File: src/hdl/ipv4_acl_pkg.sv
`default_nettype none

package ipv4_acl_pkg;

  localparam int unsigned RulesPerListDefault = 8;
  localparam int unsigned AddrW  = 32;
  localparam int unsigned PrefW  = 6;
  localparam int unsigned SlotW  = 3;
  localparam int unsigned InDataW  = 80;
  localparam int unsigned OutDataW = 8;

  localparam logic CmdQuery = 1'b0;
  localparam logic CmdWrite = 1'b1;

  localparam logic ListAllow = 1'b0;
  localparam logic ListDeny  = 1'b1;

  localparam logic [AddrW-1:0] AllOnes = 32'hFFFF_FFFF;
  localparam logic [PrefW-1:0] FullLen = 6'd32;

  // Item as it moves from cell to cell
  typedef struct packed {
    logic             valid;
    logic             cmd;
    logic             list;
    logic [SlotW-1:0] slot;
    logic [AddrW-1:0] rule_addr;
    logic [PrefW-1:0] rule_len;
    logic             rule_en;
    logic [AddrW-1:0] query_addr;
    logic             hit_allow;
    logic             hit_deny;
  } acl_item_t;

  // Leading-ones mask; lengths above 32 compare the whole address
  function automatic logic [AddrW-1:0] prefix_mask(input logic [PrefW-1:0] len);
    logic [AddrW-1:0] m;
    if (len >= FullLen) begin
      m = AllOnes;
    end else begin
      m = ~(AllOnes >> len);
    end
    return m;
  endfunction

endpackage

`default_nettype wire

File: src/hdl/ipv4_acl_cell.sv
`default_nettype none

module ipv4_acl_cell
  import ipv4_acl_pkg::*;
#(
  parameter int unsigned CELL_IDX = 0
) (
  input  wire logic      clk_i,
  input  wire logic      rst_ni,
  input  wire logic      advance_i,
  input  wire acl_item_t item_i,
  output acl_item_t      item_o
);

  logic [AddrW-1:0] allow_addr_q;
  logic [PrefW-1:0] allow_len_q;
  logic             allow_valid_q;
  logic [AddrW-1:0] deny_addr_q;
  logic [PrefW-1:0] deny_len_q;
  logic             deny_valid_q;

  logic             slot_sel;
  logic             wr_allow;
  logic             wr_deny;
  logic             is_query;
  logic             allow_match;
  logic             deny_match;
  acl_item_t        item_d;
  acl_item_t        item_q;
  logic             valid_q;

  // Decode a write aimed at this cell
  assign slot_sel = (32'(item_i.slot) == 32'(CELL_IDX));
  assign wr_allow = advance_i && item_i.valid && (item_i.cmd == CmdWrite) && slot_sel
                    && (item_i.list == ListAllow);
  assign wr_deny  = advance_i && item_i.valid && (item_i.cmd == CmdWrite) && slot_sel
                    && (item_i.list == ListDeny);
  assign is_query = item_i.valid && (item_i.cmd == CmdQuery);

  // Compare the query against both stored rules
  assign allow_match = allow_valid_q &&
    (((item_i.query_addr ^ allow_addr_q) & prefix_mask(allow_len_q)) == '0);
  assign deny_match  = deny_valid_q &&
    (((item_i.query_addr ^ deny_addr_q) & prefix_mask(deny_len_q)) == '0);

  // Accumulate hits and hand the item on
  always_comb begin
    item_d           = item_i;
    item_d.hit_allow = item_i.hit_allow || (is_query && allow_match);
    item_d.hit_deny  = item_i.hit_deny  || (is_query && deny_match);
  end

  // Valid marks of the stored rules
  always_ff @(posedge clk_i or negedge rst_ni) begin
    if (!rst_ni) begin
      allow_valid_q <= 1'b0;
      deny_valid_q  <= 1'b0;
    end else begin
      if (wr_allow) begin
        allow_valid_q <= item_i.rule_en;
      end
      if (wr_deny) begin
        deny_valid_q <= item_i.rule_en;
      end
    end
  end

  // Rule payload
  always_ff @(posedge clk_i) begin
    if (wr_allow) begin
      allow_addr_q <= item_i.rule_addr;
      allow_len_q  <= item_i.rule_len;
    end
    if (wr_deny) begin
      deny_addr_q <= item_i.rule_addr;
      deny_len_q  <= item_i.rule_len;
    end
  end

  // Stage register: valid under reset, payload plain
  always_ff @(posedge clk_i or negedge rst_ni) begin
    if (!rst_ni) begin
      valid_q <= 1'b0;
    end else if (advance_i) begin
      valid_q <= item_d.valid;
    end
  end

  always_ff @(posedge clk_i) begin
    if (advance_i) begin
      item_q <= item_d;
    end
  end

  // Present the staged item with its reset-safe valid
  always_comb begin
    item_o       = item_q;
    item_o.valid = valid_q;
  end

endmodule

`default_nettype wire

File: src/hdl/ipv4_cidr_allow_deny_filter_core.sv
`default_nettype none
// Channel   Direction  Fields (lowest bit first)
// s_axis    in         tuser: cmd; tdata: rule_list, rule_slot, rule_address,
//                      rule_prefix_length, rule_enable, query_address
// m_axis    out        tdata: permitted, hit_allow, hit_deny (one per query)
//
// One item enters per cycle while the output does not stall. Each item walks the
// row of RULES_PER_LIST cells, one cell per cycle, and a query result then passes
// the output register. Writes travel the same row and give no result.
// Reset clears every rule's valid mark and all stage valids.
// A stalled output holds the whole row, and s_axis_tready falls with it.

module ipv4_cidr_allow_deny_filter_core
  import ipv4_acl_pkg::*;
#(
  parameter int unsigned RULES_PER_LIST = RulesPerListDefault
) (
  input  wire logic                clk_i,
  input  wire logic                rst_ni,
  input  wire logic                s_axis_tvalid,
  output logic                     s_axis_tready,
  // rule_list[0], rule_slot[3:1], rule_address[35:4], rule_prefix_length[41:36],
  // rule_enable[42], query_address[74:43], zero fill[79:75]
  input  wire logic [InDataW-1:0]  s_axis_tdata,
  // cmd[0]
  input  wire logic                s_axis_tuser,
  output logic                     m_axis_tvalid,
  input  wire logic                m_axis_tready,
  // permitted[0], hit_allow[1], hit_deny[2], zero fill[7:3]
  output logic [OutDataW-1:0]      m_axis_tdata
);

  acl_item_t        chain [RULES_PER_LIST+1];
  logic             advance;
  logic             out_valid_q;
  logic             out_valid_d;
  logic [2:0]       out_data_q;
  acl_item_t        tail;

  // Whole row moves unless a finished result waits
  assign advance       = !out_valid_q || m_axis_tready;
  assign s_axis_tready = advance;

  // Unpack the incoming transfer into the head of the row
  always_comb begin
    chain[0].valid      = s_axis_tvalid;
    chain[0].cmd        = s_axis_tuser;
    chain[0].list       = s_axis_tdata[0];
    chain[0].slot       = s_axis_tdata[3:1];
    chain[0].rule_addr  = s_axis_tdata[35:4];
    chain[0].rule_len   = s_axis_tdata[41:36];
    chain[0].rule_en    = s_axis_tdata[42];
    chain[0].query_addr = s_axis_tdata[74:43];
    chain[0].hit_allow  = 1'b0;
    chain[0].hit_deny   = 1'b0;
  end

  for (genvar k = 0; k < RULES_PER_LIST; k++) begin : g_cell
    ipv4_acl_cell #(
      .CELL_IDX(k)
    ) u_cell (
      .clk_i    (clk_i),
      .rst_ni   (rst_ni),
      .advance_i(advance),
      .item_i   (chain[k]),
      .item_o   (chain[k+1])
    );
  end

  assign tail        = chain[RULES_PER_LIST];
  assign out_valid_d = tail.valid && (tail.cmd == CmdQuery);

  // Output register
  always_ff @(posedge clk_i or negedge rst_ni) begin
    if (!rst_ni) begin
      out_valid_q <= 1'b0;
    end else if (advance) begin
      out_valid_q <= out_valid_d;
    end
  end

  always_ff @(posedge clk_i) begin
    if (advance) begin
      out_data_q <= {tail.hit_deny, tail.hit_allow, tail.hit_allow || !tail.hit_deny};
    end
  end

  assign m_axis_tvalid = out_valid_q;
  assign m_axis_tdata  = {{(OutDataW-3){1'b0}}, out_data_q};

endmodule

`default_nettype wire
File: config.mk
export PLATFORM = sky130hd
export DESIGN_NAME = ipv4_cidr_allow_deny_filter_core
export DESIGN_NICKNAME = d
export VERILOG_FILES = /design/src/hdl/ipv4_acl_pkg.sv /design/src/hdl/ipv4_acl_cell.sv /design/src/hdl/ipv4_cidr_allow_deny_filter_core.sv
export SDC_FILE = /design/constraint.sdc
export NUM_CORES = 2
export LEC_CHECK = 0
export ABC_AREA = 0
export BUFFER_PORTS_ARGS = -buffer_cell sky130_fd_sc_hd__buf_4
export CORE_ASPECT_RATIO = 0.5
export CORE_MARGIN = 2
export CORE_UTILIZATION = 47
export CTS_BUF_LIST = sky130_fd_sc_hd__clkbuf_4 sky130_fd_sc_hd__clkbuf_8
export DETAILED_ROUTE_END_ITERATION = 8
export GPL_TIMING_DRIVEN = 0
export PLACE_DENSITY = 0.68
export SLEW_MARGIN = 10
export SYNTH_ARGS = -nofsm -noshare
export SYNTH_HDL_FRONTEND = slang
export SYNTH_HIERARCHICAL = 1
export SYNTH_SLANG_ARGS = --single-unit
File: constraint.sdc
create_clock -name clk_i -period 10.4 [get_ports clk_i]
set_input_delay 1.04 -clock clk_i [delete_from_list [all_inputs] [get_ports clk_i]]
set_output_delay 1.04 -clock clk_i [all_outputs]
set_load 0.02 [all_outputs]
==> flow_metrics.env <==
export IMPL_grt_max_degree=70
export IMPL_clkTransAtPathRegs_ns=0.07
export IMPL_critPathKind="flop to flop"
export IMPL_post_place_ws_ns=5.62
export IMPL_cts_resized=0
export IMPL_power_frac_comb_pct=14.5
export IMPL_slew_headroom_pct=34.0
export IMPL_peakVddDrop_uv=100
export IMPL_num_antenna_cells=0
export IMPL_dpl_hpwl_mm=88.0
export IMPL_dieArea_um2=103000
export IMPL_ant_nets=0
export IMPL_rsz0062_at_grt="no"
export IMPL_switching_share_pct=29.8
export IMPL_yosysWarnings=6
export IMPL_cts_sinks=1185
export IMPL_period_minus_slack_ns=3.99
export IMPL_area_delta_synth_final_pct=13.3
export IMPL_vias=25600
export IMPL_fmax_mhz=251
export IMPL_powerDensity_nw_per_um2=251
export IMPL_final_nets=3316
export IMPL_seq_area_um2=35500
export IMPL_start_util_pct=47.2
export IMPL_synthesis_area_um2=47200
export IMPL_stdcell_area_um2=53400
export IMPL_clkPwrFrac_pct=26.3
export IMPL_clk_latency_ns=0.88
export IMPL_htreeDepth=4
export IMPL_die_y_um=228
export IMPL_seq_power_share_pct=59.2
export IMPL_skew_ns=0.0294
export IMPL_cts_buffers=168
export IMPL_crit_path_start_kind="flop"
export IMPL_layout_setup_ws_ns=6.41
export IMPL_intPower_mw=9.43
export IMPL_drive_gt1_share_pct=13.7
export IMPL_cp_required_ns=10.98
export IMPL_finalWirelength_mm=115
export IMPL_drt_first_pass_iters=7
export IMPL_slew_viol_final=0
export IMPL_min_period_over_period_pct=38.3
export IMPL_finalHoldViolCount=0
export IMPL_hold_slack_ns=0.357
export IMPL_multiInputGateArea_um2=11400
export IMPL_die_width_um=452
export IMPL_io_pins=95
export IMPL_gp_congestion=0.945
export IMPL_num_rows=82
export IMPL_nFillCells=8138
export IMPL_grt_pass1_wl_mm=169
export IMPL_path_max_fanout=59
export IMPL_grt_usage_pct=22.6
export IMPL_grt_pass1_vias=26100
export IMPL_vias_per_cell=5.44
export IMPL_antenna_found_initial=0
export IMPL_coreArea_um2=99800
export IMPL_drc_errors=0
export IMPL_setup_viol=0
export IMPL_io_buffers=84
export IMPL_status="finished, final reports clean"
export IMPL_arrival_ns=4.57
export IMPL_syn_area_per_cell_um2=16.1
export IMPL_worst_pin_slew_ns=0.982
export IMPL_drv_cap=0
export IMPL_leakage_nw=18.1
export IMPL_overflow=0
export IMPL_critPathCaptureType="flop"
export IMPL_cts_root_buffer="clkbuf_8"
export IMPL_synth_cells=2924
export IMPL_placed_cell_area_um2=50200
export IMPL_drtIter0Drc=2215
export IMPL_switching_power_mw=4.00
export IMPL_cts_tree="yes"
export IMPL_min_path_type="input port to flop"
export IMPL_wl_per_cell_um=24.5
export IMPL_cts_max_path_buffers=3
## sequential cells by signal, summed over array words and instances (netlist names)
register / cells
g_cell.u_cell/allow_addr_q: 256
g_cell.u_cell/allow_len_q: 48
g_cell.u_cell/allow_valid_q: 8
g_cell.u_cell/deny_addr_q: 256
g_cell.u_cell/deny_len_q: 48
g_cell.u_cell/deny_valid_q: 8
g_cell.u_cell/item_o: 549
g_cell.u_cell/valid_q: 8
m_axis_tvalid: 1
out_data_q: 3
## power groups by stage
stage | combinational [mW] | clock, mW | sequential [mW]
floorplan | 1.26 | 0 | 7.60
global placement | 1.87 | 0 | 8.17
detailed placement | 1.97 | 0 | 8.08
CTS | 1.98 | 3.63 | 7.98
global route | 2.11 | 3.83 | 8.14
finish | 1.95 | 3.53 | 7.95
## repair_timing
item                                    in CTS  in global routing
endpoints found under the hold margin       12                  0
hold buffers                                 1                  0
buffers inserted                             0                  0
endpoints found under the setup margin       0                  0
## area by class of cell
type,instances,share of cell area [%]
clock inverters,77,0.759
repair buffers,131,2.46
multi-input cells,1650,21.3
plain buffers,85,0.707
well taps,1344,3.15
clock buffers,221,5.17
flip-flops and latches,1185,66.4
inverters,10,0.0703
## cell usage in the layout, fill, tap and decap left out, types with 27 or more instances in the layout
master    count
edfxtp_1   1160
xor2_1      336
clkbuf_8    176
xnor2_1     176
o21ai_0     152
nor2_1      136
buf_4       116
a21oi_1     104
nand2_1      91
clkbuf_1     64
a31oi_1      64
nor3_1       48
nand3_1      48
clkinv_1     47
clkbuf_4     45
nand4_1      43
o22ai_1      32
a211oi_1     32
and3_1       27
## metrics by stage
step | std cells | utilization, % | setup TNS (ns) | power (mW)
global placement | 4358 | 49.6 | -611.85 | 10.0
detailed placement | 4404 | 50.3 | 0 | 10.1
finish | 4703 | 53.5 | 0 | 13.4
floorplan | 2930 | - | 0 | 8.86
global route | 4703 | 53.5 | 0 | 14.1
CTS | 4703 | 53.5 | 0 | 13.6
## routing by layer
| layer | vias to the layer above | GRT usage [%] | share of wire [%] |
|---|---|---|---|
| met1 | 12700 | 28.5 | 42 |
| met5 | - | 0 | 0 |
| li1 | 11900 | - | - |
| met3 | 248 | 3.36 | 3.6 |
| met4 | 0 | 11.2 | 4.3 |
| met2 | 719 | 38.1 | 50 |
## worst max-delay path, stage by stage (launching register included)
cell      delay (ns)
dfrtp_1         0.40
nand2b_4        0.30
buf_16          0.32
buf_16          0.28
nand4b_1        0.21
nor4b_2         0.67
buf_2           0.36
buf_4           0.21
buf_2           0.22
buf_4           0.20
buf_2           0.22
buf_4           0.19
## final timing paths
| path | startpoint | endpoint | slack (ns) | cells past startpoint |
|---|---|---|---|---|
| max in group asynchronous | rst_ni | g_cell[5].u_cell/valid_q$_DFFE_PN0P_ | 9.43 | 2 |
| max reg2reg | m_axis_tvalid$_DFFE_PN0P_ | g_cell[0].u_cell/deny_addr_q[20]$_DFFE_PP_ | 6.41 | 11 |
| min | s_axis_tdata[18] | g_cell[0].u_cell/deny_addr_q[14]$_DFFE_PP_ | 0.36 | 1 |
| min reg2reg | g_cell[7].u_cell/item_o[77]$_DFFE_PP_ | m_axis_tvalid$_DFFE_PN0P_ | 0.42 | 1 |
| max | m_axis_tvalid$_DFFE_PN0P_ | g_cell[0].u_cell/deny_addr_q[20]$_DFFE_PP_ | 6.41 | 11 |
| min in group asynchronous | rst_ni | g_cell[0].u_cell/valid_q$_DFFE_PN0P_ | 0.63 | 2 |
No activity file was read; power rests on OpenSTA's default activity.
